File: src/rtl/core/aesctr_pkg.sv
// ----------------------------------------------------------------------------
// AES-128 CTR package
// Shared types, the S-box table and the round functions of the cipher.
// ----------------------------------------------------------------------------
package aesctr_pkg;

  localparam int BLK_W   = 128;
  localparam int CNT_W   = 5;
  localparam int DATA_W  = 64;
  localparam int IDX_W   = 2;
  localparam int TDATA_W = 136;
  localparam int ROUNDS  = 10;

  localparam logic [IDX_W-1:0] REG_KEY_UPPER = 2'd0;
  localparam logic [IDX_W-1:0] REG_KEY_LOWER = 2'd1;
  localparam logic [IDX_W-1:0] REG_IV_UPPER  = 2'd2;
  localparam logic [IDX_W-1:0] REG_IV_LOWER  = 2'd3;

  localparam logic [CNT_W-1:0] FULL_CNT = 5'd16;

  typedef struct packed {
    logic [BLK_W-1:0] ctr;
    logic [BLK_W-1:0] data;
    logic [CNT_W-1:0] cnt;
  } item_t;

  typedef struct packed {
    logic valid;
    logic ready;
  } qstat_t;

  localparam logic [2047:0] SBOX_TBL = {
    128'h637c777bf26b6fc53001672bfed7ab76, 128'hca82c97dfa5947f0add4a2af9ca472c0,
    128'hb7fd9326363ff7cc34a5e5f171d83115, 128'h04c723c31896059a071280e2eb27b275,
    128'h09832c1a1b6e5aa0523bd6b329e32f84, 128'h53d100ed20fcb15b6acbbe394a4c58cf,
    128'hd0efaafb434d338545f9027f503c9fa8, 128'h51a3408f929d38f5bcb6da2110fff3d2,
    128'hcd0c13ec5f974417c4a77e3d645d1973, 128'h60814fdc222a908846eeb814de5e0bdb,
    128'he0323a0a4906245cc2d3ac629195e479, 128'he7c8376d8dd54ea96c56f4ea657aae08,
    128'hba78252e1ca6b4c6e8dd741f4bbd8b8a, 128'h703eb5664803f60e613557b986c11d9e,
    128'he1f8981169d98e949b1e87e9ce5528df, 128'h8ca1890dbfe6426841992d0fb054bb16};

  localparam logic [79:0] RCON_TBL = 80'h01020408102040801b36;

  function automatic logic [7:0] sbox(input logic [7:0] x);
    sbox = SBOX_TBL[2047 - 8*int'(x) -: 8];
  endfunction

  function automatic logic [7:0] xtime(input logic [7:0] b);
    xtime = {b[6:0], 1'b0} ^ (b[7] ? 8'h1b : 8'h00);
  endfunction

  function automatic logic [BLK_W-1:0] enc_round(input logic [BLK_W-1:0] s,
                                                 input logic [BLK_W-1:0] rk,
                                                 input logic last);
    logic [7:0] sb [16];
    logic [7:0] t [16];
    logic [7:0] a0, a1, a2, a3;
    logic [BLK_W-1:0] o;
    for (int i = 0; i < 16; i++) sb[i] = sbox(s[127-8*i -: 8]);
    for (int c = 0; c < 4; c++)
      for (int r = 0; r < 4; r++) t[r+4*c] = sb[r + 4*((c+r) & 3)];
    for (int c = 0; c < 4; c++) begin
      a0 = t[4*c]; a1 = t[4*c+1]; a2 = t[4*c+2]; a3 = t[4*c+3];
      if (last) begin
        o[127-32*c -: 32] = {a0, a1, a2, a3};
      end else begin
        o[127-32*c -: 32] = {xtime(a0) ^ xtime(a1) ^ a1 ^ a2 ^ a3,
                             a0 ^ xtime(a1) ^ xtime(a2) ^ a2 ^ a3,
                             a0 ^ a1 ^ xtime(a2) ^ xtime(a3) ^ a3,
                             xtime(a0) ^ a0 ^ a1 ^ a2 ^ xtime(a3)};
      end
    end
    enc_round = o ^ rk;
  endfunction

  function automatic logic [BLK_W-1:0] next_key(input logic [BLK_W-1:0] rk,
                                                input int rnd);
    logic [31:0] w3, tmp, n0, n1, n2, n3;
    w3  = rk[31:0];
    tmp = {sbox(w3[23:16]) ^ RCON_TBL[79-8*(rnd-1) -: 8], sbox(w3[15:8]),
           sbox(w3[7:0]), sbox(w3[31:24])};
    n0 = rk[127:96] ^ tmp;
    n1 = rk[95:64] ^ n0;
    n2 = rk[63:32] ^ n1;
    n3 = rk[31:0] ^ n2;
    next_key = {n0, n1, n2, n3};
  endfunction

  function automatic logic [BLK_W-1:0] byte_mask(input logic [CNT_W-1:0] cnt);
    logic [BLK_W-1:0] m;
    for (int i = 0; i < 16; i++) m[127-8*i -: 8] = (CNT_W'(i) < cnt) ? 8'hff : 8'h00;
    byte_mask = m;
  endfunction

endpackage

File: src/rtl/core/aesctr_fifo.sv
// ----------------------------------------------------------------------------
// AES-128 CTR queue
// Two-entry queue between the counter front end and the round pipeline.
// ----------------------------------------------------------------------------
module aesctr_fifo (
  input  logic               clk,
  input  logic               rst_n,
  input  logic               push,
  input  aesctr_pkg::item_t  wr_item,
  input  logic               pop,
  output aesctr_pkg::item_t  rd_item,
  output aesctr_pkg::qstat_t stat
);
  import aesctr_pkg::*;

  item_t      mem [2];
  logic       wr_r, rd_r;
  logic [1:0] cnt_r, cnt_nxt;
  logic       do_push, do_pop;

  assign stat.valid = (cnt_r != 2'd0);
  assign stat.ready = (cnt_r != 2'd2);
  assign do_push    = push && stat.ready;
  assign do_pop     = pop && stat.valid;
  assign rd_item    = mem[rd_r];
  assign cnt_nxt    = cnt_r + {1'b0, do_push} - {1'b0, do_pop};

  always_ff @(posedge clk) begin
    if (do_push) mem[wr_r] <= wr_item;
  end

  always_ff @(posedge clk) begin
    if (!rst_n) begin
      wr_r  <= 1'b0;
      rd_r  <= 1'b0;
      cnt_r <= 2'd0;
    end else begin
      if (do_push) wr_r <= ~wr_r;
      if (do_pop)  rd_r <= ~rd_r;
      cnt_r <= cnt_nxt;
    end
  end

endmodule

File: config.mk
export PLATFORM = sky130hd
export DESIGN_NAME = aesctr_fifo
export DESIGN_NICKNAME = d
export VERILOG_FILES = /design/src/rtl/core/aesctr_pkg.sv /design/src/rtl/core/aesctr_fifo.sv
export SDC_FILE = /design/constraint.sdc
export NUM_CORES = 1
export LEC_CHECK = 0
export ABC_AREA = 0
export ABC_CLOCK_PERIOD_IN_PS = 18900
export BUFFER_PORTS_ARGS = -buffer_cell sky130_fd_sc_hd__buf_2
export CAP_MARGIN = 25
export CORE_UTILIZATION = 30
export CTS_CLUSTER_DIAMETER = 30
export DETAILED_ROUTE_END_ITERATION = 10
export PLACE_DENSITY_LB_ADDON = 0.15
export SKIP_CTS_REPAIR_TIMING = 1
export SYNTH_ARGS = -nofsm -noshare
export SYNTH_HDL_FRONTEND = slang
export SYNTH_SLANG_ARGS = --single-unit
File: constraint.sdc
create_clock -name clk -period 18.9 [get_ports clk]
set_input_delay 0.945 -clock clk [delete_from_list [all_inputs] [get_ports clk]]
set_output_delay 0.945 -clock clk [all_outputs]
set_load 0.01 [all_outputs]
Word-level counts from Yosys, hierarchy flattened:

Memories as Yosys holds them, arrays and structs flattened. A register that Yosys moved wholly into a read port is not among the register bits.
Index checks and enable logic that the tools add are counted.

* equal/unequal tests: 1
* reduce and logical (&&, ||, !) cells: 3
* bitwise operators: 2
* muxes and demuxes: 4
* add/sub/neg operators: 2

Operators by type and width (number)
* $mux 1: 4
* $add 2x1->2: 1
* $logic_and 1x1->1: 2
* $ne 2x2->1 const B: 1
* $not 1->1: 2
* $reduce_bool 2->1: 1
* $sub 2x1->2: 1

* input port bits: 265
* logic and storage cells: 16
* memories kept: 1
* memory bits (writable): 522
* output and inout port bits: 263
* register bits after elaboration: 4

Memory list
* mem: depth 2, bits a word 261, read ports 1, clocked after memory_dff 1, wr ports 1, RTL line aesctr_fifo.sv:16 `item_t mem [2];`

Depth between registers and ports, before layout:

* depth in word-level cells: 4
* mapped depth: 8
* mapped depth without buffers: 8

Worst setup path after synthesis:

No wires, ideal clock.

* kind: input -> register
* start: input push
* end: memory mem[0][0] (netlist bit), enable pin
* setup slack: 6162 ps
* data arrival time: 11851 ps
* setup time: 888 ps
* stages on the path: 2
* required time: 18012 ps
* buffers on the path: 0
* cell sequence: nand2_1 nor2_1

* cells in the longest elaborated chain, start to end: 3

Ends and longest elaborated chain
* start: declaration: RTL line aesctr_fifo.sv:8 `input logic push,`
* $logic_and 1x1->1: RTL line aesctr_fifo.sv:23 `assign do_push = push && stat.ready;`
* $mux 1: RTL line aesctr_fifo.sv:29 `if (do_push) mem[wr_r] <= wr_item;`
* $mux 1 (not written as such): RTL line aesctr_fifo.sv:29
* end: declaration: RTL line aesctr_fifo.sv:16

Every way passes these cells.

==> impl_metrics.toml <==
[power]
vdd_drop_max_v = 0.000104
sw_frac_of_total_pct = 25.5
power_mw = 4.35
p_seq_share_pct = 35.0
clkPwrFrac_pct = 46.0
combPwrFrac_pct = 19.0
p_leak_nw = 10.7
p_per_area_mw_per_mm2 = 159
switchingPower_mw = 1.11
p_int_mw = 3.24

[grt]
grt_use_total_pct = 13.5
grt_pass1_vias = 10877
use_met3_pct = 5.51
grt_max_degree = 147
top_usage_layer = "met2"
antenna_found_initial = 11
grt_pass1_wl_mm = 67.7
met1_usage_pct = 14.9
use_met2_pct = 23.0
gr-total-overflow = 0

[timing]
hold_ws_ps = 492
worst_pin_slew_ps = 1050
slew_headroom_pct = 30.1
slew_viol_final = 0
fin_setup_tns_ps = 0
hold_viol_final = 0
min_period_over_period_pct = 25.3
setup_viol = 0
rsz0062_at_grt = "no"
fin_skew_ps = 19.7
clock.fmax_mhz = 209
post-route-min-period_ps = 4780

[placement]
gp_congestion = 0.748
place_hpwl_mm = 31.2
place_inst = 2200
port_buffers = 527

[drt]
firstDrtPassIters = 4
route.detailed.drc = 0
drtIter0Drc = 472
num_vias = 10150
drt_wl_total_mm = 46.7
drtAntennaViolNets = 0
wl_per_cell_um = 19.3
routed_via_density = 4.19

[clock_tree]
tritoncts = "yes"
clk_path_buf_depth = 3
clock_latency_ps = 640
cts.sinks = 527
cts_buffers = 116
root_buffer = "clkbuf_16"
htree_levels = 3
path_clk_slew_ps = 50

[synthesis]
synth_area_mm2 = 0.0198
synth_area_per_cell_um2 = 23.7
syn-num-nets = 1103
synth-xor-area-share_pct = 0.132
synthAdderAreaFrac_pct = 0.126
yosys_warnings = 0
ys_seq_area_share_pct = 79.5
synth_top_family_by_area = "multiplexers"
synthMuxAreaShare_pct = 18.5
ys_seq_elements = 527
yosysUniqueCellTypes = 18
synth_compound_area_share_pct = 0.0378
synthSimpleGateAreaFrac_pct = 0.309
netlist_instances = 836

[floorplanning]
initial_utilization_pct = 30.6
core_area_mm2 = 0.0649
die_w_um = 259
rows = 93
dieArea_mm2 = 0.0672
fp.dieH_um = 259
io_pins = 528

[critical_path]
startpoint_type = "flop"
cp-end-kind = "output port"
ff2ff_path_depth = 5
cp.required_ps = 17950
reg2reg_to = "mem[0][201]$_DFFE_PP_"
rr_startpoint = "cnt_r[0]$_SDFF_PN0_"
worstPathArrival_ps = 3830
worst-setup-path-type = "reg2out"
cp_max_fo = 57
rrSetupSlack_ps = 15490

[final_layout]
drive_gt1_share_pct = 63.2
nFillCells = 5875
fin_util_pct = 42.2
seq_area_mm2 = 0.0158
nNetsFinal = 1730
multiInputGateArea_mm2 = 0.00379
layout_common_cells = "buf_2, edfxtp_1, mux2_4"
stdcell_count = 2421
synthToLayoutAreaGrowth_pct = 38.1
final_common_cell = "buf_2"

[status]
status = "finished clean"

[flow_run]
drv_cap = 0

[worst_hold_path]
hp-start = "wr_item[27]"
hp-class = "in2reg"
min_to = "mem[0][27]$_DFFE_PP_"
min_delay_path_depth = 1
[cells by family (layout without fill, tap and decap cells)]
family,count (synthesis),count (layout)
flops,527,527
mux,262,262
buf+inv,30,757
simple gates,11,11
xor+xnor,3,3
fa+ha+maj,2,2
compound gates,1,1
other cells,0,3
[sequential cells by signal, indices dropped and copies added (netlist names), named ones only]
name and count:
wr_r 1, rd_r 1, cnt_r 2, mem 522
[worst max path at each step]
stage	end	cells after the start	slack, ps
final	rd_item[236]	5	14120
after global routing	rd_item[232]	5	13870
after CTS	rd_item[223]	5	13930
after detailed placement	rd_item[223]	5	14630
after global placement	rd_item[260]	4	14450
after floorplan	mem[0][0]$_DFFE_PP_	2	6160
[power by group through the flow]
stage / registers [mW] / clock network, mW / logic, mW
final: 1.53 / 2.00 / 0.826
after CTS: 1.53 / 2.05 / 0.850
after global placement: 1.55 / 0 / 0.845
after detailed placement: 1.55 / 0 / 0.847
after floorplan: 1.58 / 0 / 0.560
after global routing: 1.54 / 2.11 / 0.888
[stage by stage]
| stage | instance area [um^2] | setup slack (ps) |
|---|---|---|
| 5_1_grt | 27400 | 13870 |
| 4_1_cts | 27400 | 13930 |
| 3_5_place_dp | 23400 | 14630 |
| 3_3_place_gp | 23400 | 14450 |
| 6_report | 27400 | 14120 |
| 2_1_floorplan | 19800 | 6160 |
[cell type report]
type	count	area share, %
Sequential cell	527	57.6
Antenna cell	3	0.0274
Clock inverter	87	3.66
Tap cell	855	3.90
Clock buffer	131	10.9
Timing Repair Buffer	538	10.0
Multi-Input combinational cell	279	13.8
Inverter	1	0.0137
[cells in the mapped netlist (all sizes together)]
library cell | instances | area (um^2)
and2 | 2 | 12.5
dfxtp | 5 | 100
inv | 1 | 3.75
and3 | 1 | 6.26
o21a | 1 | 7.51
nor2b | 2 | 12.5
or2 | 1 | 6.26
ha | 2 | 25.0
edfxtp | 522 | 15700
nor2 | 1 | 3.75
buf | 29 | 283
mux2i | 1 | 10.0
nand2b | 2 | 12.5
mux2 | 261 | 3650
nand2 | 2 | 7.51
xnor2 | 3 | 26.3
[layer usage]
layer / part of all wire (%) / up-vias
met3: 8.9 / 93
met1: 38 / 5001
met5: 0.22 / -
met2: 51 / 384
li1: - / 4656
met4: 2.5 / 16
[worst max-delay path, stage by stage (launching register included)]
cell and delay [ps]:
dfxtp_4 860, buf_4 810, buf_4 590, buf_16 330, mux2_4 340, buf_2 150
No activity file was read; power rests on OpenSTA's default activity.
