### src/rtl/core/aesctr_pkg.sv
// ----------------------------------------------------------------------------
// AES-128 CTR package
// Shared types, the S-box table and the round functions of the cipher.
// ----------------------------------------------------------------------------
package aesctr_pkg;

  localparam int BLK_W   = 128;
  localparam int CNT_W   = 5;
  localparam int DATA_W  = 64;
  localparam int IDX_W   = 2;
  localparam int TDATA_W = 136;
  localparam int ROUNDS  = 10;

  localparam logic [IDX_W-1:0] REG_KEY_UPPER = 2'd0;
  localparam logic [IDX_W-1:0] REG_KEY_LOWER = 2'd1;
  localparam logic [IDX_W-1:0] REG_IV_UPPER  = 2'd2;
  localparam logic [IDX_W-1:0] REG_IV_LOWER  = 2'd3;

  localparam logic [CNT_W-1:0] FULL_CNT = 5'd16;

  typedef struct packed {
    logic [BLK_W-1:0] ctr;
    logic [BLK_W-1:0] data;
    logic [CNT_W-1:0] cnt;
  } item_t;

  typedef struct packed {
    logic valid;
    logic ready;
  } qstat_t;

  localparam logic [2047:0] SBOX_TBL = {
    128'h637c777bf26b6fc53001672bfed7ab76, 128'hca82c97dfa5947f0add4a2af9ca472c0,
    128'hb7fd9326363ff7cc34a5e5f171d83115, 128'h04c723c31896059a071280e2eb27b275,
    128'h09832c1a1b6e5aa0523bd6b329e32f84, 128'h53d100ed20fcb15b6acbbe394a4c58cf,
    128'hd0efaafb434d338545f9027f503c9fa8, 128'h51a3408f929d38f5bcb6da2110fff3d2,
    128'hcd0c13ec5f974417c4a77e3d645d1973, 128'h60814fdc222a908846eeb814de5e0bdb,
    128'he0323a0a4906245cc2d3ac629195e479, 128'he7c8376d8dd54ea96c56f4ea657aae08,
    128'hba78252e1ca6b4c6e8dd741f4bbd8b8a, 128'h703eb5664803f60e613557b986c11d9e,
    128'he1f8981169d98e949b1e87e9ce5528df, 128'h8ca1890dbfe6426841992d0fb054bb16};

  localparam logic [79:0] RCON_TBL = 80'h01020408102040801b36;

  function automatic logic [7:0] sbox(input logic [7:0] x);
    sbox = SBOX_TBL[2047 - 8*int'(x) -: 8];
  endfunction

  function automatic logic [7:0] xtime(input logic [7:0] b);
    xtime = {b[6:0], 1'b0} ^ (b[7] ? 8'h1b : 8'h00);
  endfunction

  function automatic logic [BLK_W-1:0] enc_round(input logic [BLK_W-1:0] s,
                                                 input logic [BLK_W-1:0] rk,
                                                 input logic last);
    logic [7:0] sb [16];
    logic [7:0] t [16];
    logic [7:0] a0, a1, a2, a3;
    logic [BLK_W-1:0] o;
    for (int i = 0; i < 16; i++) sb[i] = sbox(s[127-8*i -: 8]);
    for (int c = 0; c < 4; c++)
      for (int r = 0; r < 4; r++) t[r+4*c] = sb[r + 4*((c+r) & 3)];
    for (int c = 0; c < 4; c++) begin
      a0 = t[4*c]; a1 = t[4*c+1]; a2 = t[4*c+2]; a3 = t[4*c+3];
      if (last) begin
        o[127-32*c -: 32] = {a0, a1, a2, a3};
      end else begin
        o[127-32*c -: 32] = {xtime(a0) ^ xtime(a1) ^ a1 ^ a2 ^ a3,
                             a0 ^ xtime(a1) ^ xtime(a2) ^ a2 ^ a3,
                             a0 ^ a1 ^ xtime(a2) ^ xtime(a3) ^ a3,
                             xtime(a0) ^ a0 ^ a1 ^ a2 ^ xtime(a3)};
      end
    end
    enc_round = o ^ rk;
  endfunction

  function automatic logic [BLK_W-1:0] next_key(input logic [BLK_W-1:0] rk,
                                                input int rnd);
    logic [31:0] w3, tmp, n0, n1, n2, n3;
    w3  = rk[31:0];
    tmp = {sbox(w3[23:16]) ^ RCON_TBL[79-8*(rnd-1) -: 8], sbox(w3[15:8]),
           sbox(w3[7:0]), sbox(w3[31:24])};
    n0 = rk[127:96] ^ tmp;
    n1 = rk[95:64] ^ n0;
    n2 = rk[63:32] ^ n1;
    n3 = rk[31:0] ^ n2;
    next_key = {n0, n1, n2, n3};
  endfunction

  function automatic logic [BLK_W-1:0] byte_mask(input logic [CNT_W-1:0] cnt);
    logic [BLK_W-1:0] m;
    for (int i = 0; i < 16; i++) m[127-8*i -: 8] = (CNT_W'(i) < cnt) ? 8'hff : 8'h00;
    byte_mask = m;
  endfunction

endpackage

### src/rtl/core/aesctr_front.sv
// ----------------------------------------------------------------------------
// AES-128 CTR front end
// Holds key and IV, advances the counter and queues one entry per block.
// ----------------------------------------------------------------------------
module aesctr_front (
  input  logic                                clk,
  input  logic                                rst_n,
  input  logic                                cfg_wen,
  input  logic [aesctr_pkg::IDX_W-1:0]        cfg_index,
  input  logic [aesctr_pkg::DATA_W-1:0]       cfg_wdata,
  input  logic                                in_tvalid,
  output logic                                in_tready,
  input  logic [aesctr_pkg::TDATA_W-1:0]      in_tdata,
  input  logic                                in_tuser,
  input  aesctr_pkg::qstat_t                  q_stat,
  output logic                                q_push,
  output aesctr_pkg::item_t                   q_item,
  output logic [aesctr_pkg::BLK_W-1:0]        key
);
  import aesctr_pkg::*;

  logic [BLK_W-1:0]  key_r, key_nxt;
  logic [BLK_W-1:0]  iv_r, iv_nxt;
  logic [63:0]       head_r, head_nxt;
  logic [31:0]       mid_r, mid_nxt;
  logic [31:0]       word_r, word_nxt;
  logic [31:0]       base_word;
  logic [CNT_W-1:0]  cnt;
  logic              acc;

  assign in_tready = q_stat.ready;
  assign acc       = in_tvalid && in_tready;
  assign key       = key_r;

  always_comb begin
    key_nxt = key_r;
    iv_nxt  = iv_r;
    if (cfg_wen) begin
      unique case (cfg_index)
        REG_KEY_UPPER: key_nxt[127:64] = cfg_wdata;
        REG_KEY_LOWER: key_nxt[63:0]   = cfg_wdata;
        REG_IV_UPPER:  iv_nxt[127:64]  = cfg_wdata;
        REG_IV_LOWER:  iv_nxt[63:0]    = cfg_wdata;
        default: ;
      endcase
    end
  end

  always_comb begin
    head_nxt  = in_tuser ? iv_r[127:64] : head_r;
    mid_nxt   = in_tuser ? iv_r[63:32] : mid_r;
    base_word = in_tuser ? {iv_r[7:0], iv_r[15:8], iv_r[23:16], iv_r[31:24]} : word_r;
    word_nxt  = base_word + 32'd1;
    cnt       = (in_tdata[132:128] > FULL_CNT) ? FULL_CNT : in_tdata[132:128];
  end

  assign q_push      = acc;
  assign q_item.ctr  = {head_nxt, mid_nxt, word_nxt[7:0], word_nxt[15:8],
                        word_nxt[23:16], word_nxt[31:24]};
  assign q_item.data = {in_tdata[63:0], in_tdata[127:64]};
  assign q_item.cnt  = cnt;

  always_ff @(posedge clk) begin
    if (!rst_n) begin
      key_r  <= '0;
      iv_r   <= '0;
      head_r <= '0;
      mid_r  <= '0;
      word_r <= '0;
    end else begin
      key_r <= key_nxt;
      iv_r  <= iv_nxt;
      if (acc) begin
        head_r <= head_nxt;
        mid_r  <= mid_nxt;
        word_r <= word_nxt;
      end
    end
  end

endmodule

### config.mk
export PLATFORM = sky130hd
export DESIGN_NAME = aesctr_front
export DESIGN_NICKNAME = d
export VERILOG_FILES = /design/src/rtl/core/aesctr_pkg.sv /design/src/rtl/core/aesctr_front.sv
export SDC_FILE = /design/constraint.sdc
export NUM_CORES = 1
export LEC_CHECK = 0
export BUFFER_PORTS_ARGS = -buffer_cell sky130_fd_sc_hd__buf_2
export CORE_AREA = 8 8 227 229
export CTS_CLUSTER_SIZE = 30
export DETAILED_ROUTE_END_ITERATION = 8
export DIE_AREA = 0 0 235 237
export GPL_TIMING_DRIVEN = 0
export PLACE_DENSITY = 0.63
export SLEW_MARGIN = 20
export SYNTH_ARGS = -nofsm -noshare
export SYNTH_HDL_FRONTEND = slang
export SYNTH_SLANG_ARGS = --single-unit
### constraint.sdc
create_clock -name clk -period 3.4 [get_ports clk]
set_clock_uncertainty 0.05 [all_clocks]
set_input_delay 0.34 -clock clk [delete_from_list [all_inputs] [get_ports clk]]
set_output_delay 0.34 -clock clk [all_outputs]
set_load 0.01 [all_outputs]
Word level (Yosys, flattened, before mapping)
Index checks and enable logic that the tools add are counted.

word-level totals
  bits in registers = 384
  input port bits = 209
  output and inout port bits = 391

operators by class
  $add $sub $neg = 1
  order comparisons = 1
  equal/unequal tests = 3
  multiplexer cells = 4
  reduce and logical (&&, ||, !) cells = 6

operators with widths
  kind                                                  number
  2-to-1 mux 32 bit                                     2
  2-to-1 mux 64 bit                                     1
  adder 32 x 1 -> 32 bit, second input constant         1
  AND reduction 2 bit                                   4
  greater-than comparator 5 bit, second input constant  1
  2-to-1 mux 5 bit                                      1
  equality test 2 bit, second input constant            2
  equality test 2 x 1 -> 1 bit, second input constant   1
  zero test 2 bit                                       1
  logical AND 1 bit                                     1

Logic depth before layout (Yosys ltp)
Gate-level depths: netlist of run 1.

  depth in word-level cells = 2
  gate-level depth with buffers = 16
  gate-level depth less buffers = 8

Worst setup path before layout of run 1
OpenSTA, ideal clock, no wires.

  path type = input -> output
  start point = input port in_tuser
  end point = output port q_item[137] in the netlist's numbering
  data arrival time = 3399 ps
  required time = 3010 ps
  slack = -389 ps
  stages on the path = 15
  cell sequence = buf_6 clkbuf_1 buf_2 buf_2 clkbuf_1 buf_2 buf_2 mux2_2 ha_1 inv_1 a211oi_2 nand3_1 nor2_1 nor4b_2 xnor2_1

RTL lines
  element          line                text
  start, declared  aesctr_front.sv:14  input logic in_tuser,
  end, declared    aesctr_front.sv:17  output aesctr_pkg::item_t q_item,

==> results.toml, run 1 <==
[run_status]
status = "finished, final reports clean"

[clock_network]
htree_levels = 2
cts_max_path_buffers = 3
clk_pin_slew_ns = 0.06
cts_tree = "done"
cts_buffers = 44
root_buffer = "clkbuf_16"
clock_sinks = 384
clock_latency_ns = 0.58

[grt]
antenna_found_initial = 1
grt_pass1_vias = 17300
grtUsageTotal = 0.234
grt_max_degree = 21
grt-ovfl-total = 0
grt_pass1_wl_um = 103000

[critical_path]
worstRegToRegCells = 7
rrSetupSlack_ns = 0.78
reg2reg_to = "word_r[31]"
critPathMaxFanout = 11
startpoint_type = "input port"
crit_type = "in -> out"
reg2reg_from = "iv_r[29]"
cp.required_ns = 3.01
cp-end-kind = "output pin"
arrival_ns = 2.91

[drt]
postRouteAntennaNets = 0
avgViaCountPerCell = 5.12
first_pass_iters = 8
wl_per_cell_um = 20.3
drt_iter0_drc = 1143
dr_total_vias = 17500
wirelength_um = 69200
drcViolationCount = 0

[power_and_ir_drop]
switching_power_uw = 2910
p_leak_uw = 0.00961
ir_drop_mv = 0.382
combPwrFrac = 0.127
p_int_uw = 8120
sw_frac_of_total = 0.264
p_clk_frac = 0.439
p_per_area_nw_per_um2 = 490
pwr-share-seq = 0.433

[min_path]
hold_path_class = "in -> reg"
min_path_cells = 3
hold_start = "cfg_wdata[28]"
hold_end = "key[28]"

[synthesis]
synth_ff_type = "dfxtp_1"
async_reset_ff_frac = 0
synth_nets = 2404
synth_cells = 2194
yosysWarnings = 0
syn_area_sq_um = 17200
synth_edf_count = 0
ys_seq_elements = 384
synth-seq-area-share = 0.448
synth_cell_type_count = 69
syn_avg_cell_area_sq_um = 7.82

[floorplan]
coreArea_sq_um = 48100
start_util = 0.357
io_pins = 600
die_area_sq_um = 55700
fp.dieW_um = 235
die_y_um = 237
fp-row-count = 81

[finish]
area_delta_synth_final_pct = 31.0
n_antenna_cell = 0
drive_gt1_frac = 0.298
final_nets = 2968
final_core_util = 0.467

[timing]
fin_crit_ns = 3.30
min_period_over_period = 0.971
rsz0062_at_grt = "false"
fmax_mhz = 303
drv_slew = 0
worst_slew_pin_slew_ns = 1.08
finalHoldViolCount = 0
setup_viol = 0
fin_ws_ns = 0.0990
relSlewSlack = 0.282

[placed_design]
io_buffers = 466
place_ws_ns = -1.56
place_congestion = 0.941
post-dp-hpwl_um = 52100

[job]
max_cap_violations = 0
## sequential cells by signal (all words and copies together), names as in the netlist
register and count:
iv_r 128, head_r 64, mid_r 32, key 128, word_r 32
## how the worst max path moves through the flow
stage | from | endpoint | slack, ns | cells after the start
6_report | in_tuser | q_item[137] | 0.1 | 14
3_3_place_gp | in_tuser | q_item[137] | -1.61 | 17
4_1_cts | in_tuser | q_item[155] | 0.006 | 13
5_1_grt | in_tuser | q_item[137] | 0.006 | 14
3_5_place_dp | in_tuser | q_item[137] | -1.56 | 17
2_1_floorplan | in_tuser | q_item[135] | 0.04 | 15
## synthesized netlist by cell type (2+ instances only)
cell	n	share of area
nor2b_1	6	0.0022
buf_4	129	0.056
o211ai_1	4	0.0017
mux2i_1	25	0.015
a222oi_1	2	0.0012
o21a_1	2	0.00087
nand3b_1	17	0.0074
a21boi_0	5	0.0022
or4_1	2	0.00087
o2111ai_1	2	0.0010
and3b_1	2	0.0010
dfxtp_1	384	0.45
inv_1	6	0.0013
nor3_1	100	0.029
and3_1	8	0.0029
clkbuf_1	125	0.027
a31oi_1	8	0.0029
a22oi_1	6	0.0026
nor2_1	208	0.045
or2_2	2	0.00073
o311ai_1	3	0.0015
buf_2	20	0.0058
o22ai_1	2	0.00073
and2_1	7	0.0026
o21ai_1	3	0.00087
nand4b_1	7	0.0036
nand3_1	41	0.012
o21ai_0	33	0.0096
xnor2_1	18	0.0092
buf_1	10	0.0022
nand2b_1	5	0.0018
nand2_1	563	0.12
a21oi_1	284	0.083
xor2_1	13	0.0066
nand4_1	6	0.0022
mux2_2	103	0.068
## cells by family (layout without fill, tap and decap cells)
kind of cell,Yosys count,after routing,synth area share
AO/OA/AOI/OAI,374,374,0.119
XOR/XNOR,31,31,0.0158
adder cells (fa/ha/maj),1,1,0.000729
buffers and inverters,292,889,0.0940
flip-flops,384,384,0.448
multiplexers,129,129,0.0828
AND/OR/NAND/NOR,983,983,0.240
## per-stage QoR
step	area [sq um]	setup TNS (ns)	instances	hold slack [ns]	total power [uW]
3_5_place_dp	20300	-35.27	3282	0.394	6230
5_1_grt	22500	0	3413	0.0116	11500
4_1_cts	22400	0	3411	0.000453	11100
3_3_place_gp	20300	-36.07	3282	0.389	6200
2_1_floorplan	17200	0	2194	0.383	5620
6_report	22500	0	3413	0.0254	11000
## worst max-delay path, stage by stage
cell and delay, ns:
buf_2 0.15, buf_6 0.16, clkbuf_8 0.18, buf_12 0.16, buf_12 0.15, mux2_2 0.27, ha_4 0.14, inv_1 0.07
a211oi_4 0.31, nand3_4 0.16, nor2_4 0.21, nor4b_4 0.25, xnor2_1 0.17, buf_2 0.17
## layout make-up
type / count / area (sq um)
Tap cell: 622 / 778
Sequential cell: 384 / 7690
Buffer: 280 / 1640
Clock inverter: 18 / 233
Timing Repair Buffer: 523 / 2890
Inverter: 7 / 26.3
Clock buffer: 61 / 1240
Multi-Input combinational cell: 1518 / 7990
Fill cell: 4787 / 25700
## power by group through the flow
stage          clock network [uW]  registers, uW  logic [uW]
6_report                     4840           4780        1400
5_1_grt                      5140           4800        1520
4_1_cts                      4960           4780        1400
3_5_place_dp                    0           4880        1350
3_3_place_gp                    0           4860        1330
2_1_floorplan                   0           4870         753
## routing by layer
layer,share of wire,GRT usage,vias to the layer above
li1,-,-,8315
met1,0.40,0.275,8329
met2,0.49,0.408,702
met3,0.085,0.0699,112
met4,0.026,0.0684,0
met5,0,0,-
## placed cells by master (no fill, tap or decap), types with 7 or more instances in the layout
| cell type | synthesis | layout |
|---|---|---|
| dfxtp_1 | 384 | 383 |
| mux2_2 | 103 | 103 |
| o21ai_0 | 33 | 33 |
| a21oi_1 | 284 | 284 |
| nand3_1 | 41 | 39 |
| buf_4 | 129 | 140 |
| mux2i_1 | 25 | 25 |
| and3_1 | 8 | 7 |
| nor3_1 | 100 | 99 |
| nor2_1 | 208 | 205 |
| xnor2_1 | 18 | 17 |
| a31oi_1 | 8 | 8 |
| clkbuf_8 | 0 | 10 |
| dlygate4sd3_1 | 0 | 44 |
| xor2_1 | 13 | 12 |
| clkbuf_1 | 125 | 124 |
| buf_2 | 20 | 480 |
| nand4b_1 | 7 | 7 |
| clkbuf_16 | 0 | 46 |
| buf_1 | 10 | 9 |
| nand3b_1 | 17 | 17 |
| clkinv_2 | 0 | 7 |
| nand2_1 | 563 | 563 |
| clkbuf_2 | 0 | 7 |
## what timing repair did
item,CTS,global route
hold buffers,44,0
setup endpoints to repair,37,13
gates cloned,1,1
setup buffers,10,1
hold endpoints to repair,116,0
gates resized for setup,23,9
pin swaps,9,6
Power figures use the tool's default switching activity.
==> inputs of run 2 (changes only) <==
- BUFFER_PORTS_ARGS: -buffer_cell sky130_fd_sc_hd__buf_2 -> -buffer_cell sky130_fd_sc_hd__clkbuf_2
==> run 2 against run 1 <==
  * Final cell count down 0.15%
  * Total power up 3.8%
  * Sequential share of layout area down 0.099 points
  * Register-to-register slack better by 0.03 ns
  * Count of clock-buffer cells in the layout down 4
  * Highest routed layer is now met5
==> results.toml, run 2 (same netlist as run 1, synthesis figures left out) <==
[drt]
postRouteAntennaNets = 0
avgViaCountPerCell = 5.08
wirelength_um = 69300
drt_iter0_drc = 1022
wl_per_cell_um = 20.3
drcViolationCount = 0
first_pass_iters = 7
dr_total_vias = 17300

[floorplan]
fp-row-count = 81
start_util = 0.357
die_area_sq_um = 55700
io_pins = 600
coreArea_sq_um = 48100
die_y_um = 237
fp.dieW_um = 235

[placed_design]
post-dp-hpwl_um = 52100
place_ws_ns = -1.55
io_buffers = 466
place_congestion = 0.942
dp_cells = 3283

[finish]
multi_input_area_sq_um = 7990
drive_gt1_frac = 0.301
layout_common_cells = "nand2_1 (563), clkbuf_2 (469), dfxtp_1 (384)"
layout.cells.most_common = "nand2_1"
area_delta_synth_final_pct = 31.4
final_core_util = 0.468
final_nets = 2961
final_cells = 3408
nFillCells = 4784
n_antenna_cell = 0
regArea_sq_um = 7690

[clock_network]
clk_pin_slew_ns = 0.06
cts_tree = "done"
root_buffer = "clkbuf_16"
cts_max_path_buffers = 3
clock_sinks = 384
clock_latency_ns = 0.58
htree_levels = 2
cts_buffers = 43

[power_and_ir_drop]
p_leak_uw = 0.00945
p_clk_frac = 0.460
p_per_area_nw_per_um2 = 507
sw_frac_of_total = 0.262
switching_power_uw = 2990
combPwrFrac = 0.122
p_int_uw = 8450
pwr-share-seq = 0.418
ir_drop_mv = 0.390

[grt]
antenna_found_initial = 4
grtUsageTotal = 0.236
grt-ovfl-total = 0
grt_pass1_vias = 17300
grt_max_degree = 21
grt_pass1_wl_um = 104000

[min_path]
hold_path_class = "in -> reg"
min_path_cells = 3
hold_start = "cfg_wdata[56]"

[critical_path]
crit_path_start = "in_tuser"
critPathMostFrequentCell = "clkbuf_2"
crit_family = "buffers and inverters"
arrival_ns = 2.89
max_stage_delay_ns = 0.60
worstRegToRegCells = 7
cp.required_ns = 3.01
timing.critical_path.cells = "clkbuf_2, buf_6, clkbuf_8, buf_12, buf_1, buf_2, mux2i_1, xnor2_1, clkbuf_2"
cp-end-kind = "output pin"
cp_num_cells = 9
cp.buffers_inverters = 7
crit_type = "in -> out"
crit_slowest_cell = "buf_1"
critPathMaxFanout = 20
reg2reg_from = "iv_r[29]"
startpoint_type = "input port"

[timing]
setup_viol = 0
fin_ws_ns = 0.121
min_period_over_period = 0.964
fin_tns_setup_ns = 0
finalHoldViolCount = 0
worst_slew_pin_slew_ns = 1.12
fmax_mhz = 305
drv_slew = 0
relSlewSlack = 0.256
fin_crit_ns = 3.28
rsz0062_at_grt = "false"

[job]
max_cap_violations = 0

[run_status]
status = "finished, final reports clean"
## run 2: changes by cell type in the layout (fill, tap and decap cells not counted), moves of 2 or more
cell | previous run | this run
buf_2 | 480 | 15
buf_4 | 140 | 143
bufinv_16 | 4 | 9
clkbuf_2 | 7 | 469
clkbuf_8 | 10 | 8
clkinv_2 | 7 | 5
clkinvlp_4 | 2 | 6
dlygate4sd3_1 | 44 | 35
xor2_1 | 12 | 10
xor2_2 | 1 | 3
## run 2: final timing paths
check	end	slack [ns]
worst max-delay path	q_item[160]	0.12
worst min register to register	iv_r[69]	0.40
worst min-delay path	key[120]	0.02
worst max register to register	word_r[31]	0.81
## run 2: tightest hold or removal path, stage by stage
cell      delay, ns
clkbuf_2       0.13
nand2_1        0.07
a21oi_1        0.05
## run 2: power by group through the flow
| stage | clock [uW] | combinational [uW] | sequential, uW |
|---|---|---|---|
| after global routing | 5540 | 1510 | 4800 |
| after global placement | 0 | 1330 | 4870 |
| after floorplan | 0 | 753 | 4870 |
| final | 5260 | 1400 | 4780 |
| after detailed placement | 0 | 1360 | 4880 |
| after CTS | 5370 | 1400 | 4780 |
## run 2: per-stage QoR
step           hold slack, ns  instance area (sq um)  total power, uW
2_1_floorplan           0.383                  17200             5620
3_3_place_gp            0.388                  20300             6200
3_5_place_dp            0.396                  20300             6230
4_1_cts               0.00135                  22500            11500
5_1_grt               0.00747                  22500            11900
6_report               0.0236                  22500            11400
## run 2: what timing repair did
action | CTS | global route
cloned | 1 | 0
resized for setup | 24 | 9
setup buffers | 10 | 4
hold endpoints to repair | 112 | 0
pin swaps | 8 | 4
endpoints found under the setup margin | 39 | 12
hold buffers | 35 | 0
## run 2: cell type report
cell class,instances,area share
sequential,384,0.341
inverter,7,0.00117
tap,622,0.0345
multi-input combinational,1518,0.355
buffer,280,0.0725
clock buffer,57,0.0537
clock inverter,23,0.0177
timing repair buffer,517,0.125
## run 2: routing by layer
metal | global-route usage | vias up | share of wire
met5 | 0 | - | 0.00029
met4 | 0.0834 | 4 | 0.035
li1 | - | 8285 | -
met1 | 0.275 | 8164 | 0.40
met3 | 0.0737 | 141 | 0.088
met2 | 0.404 | 718 | 0.48
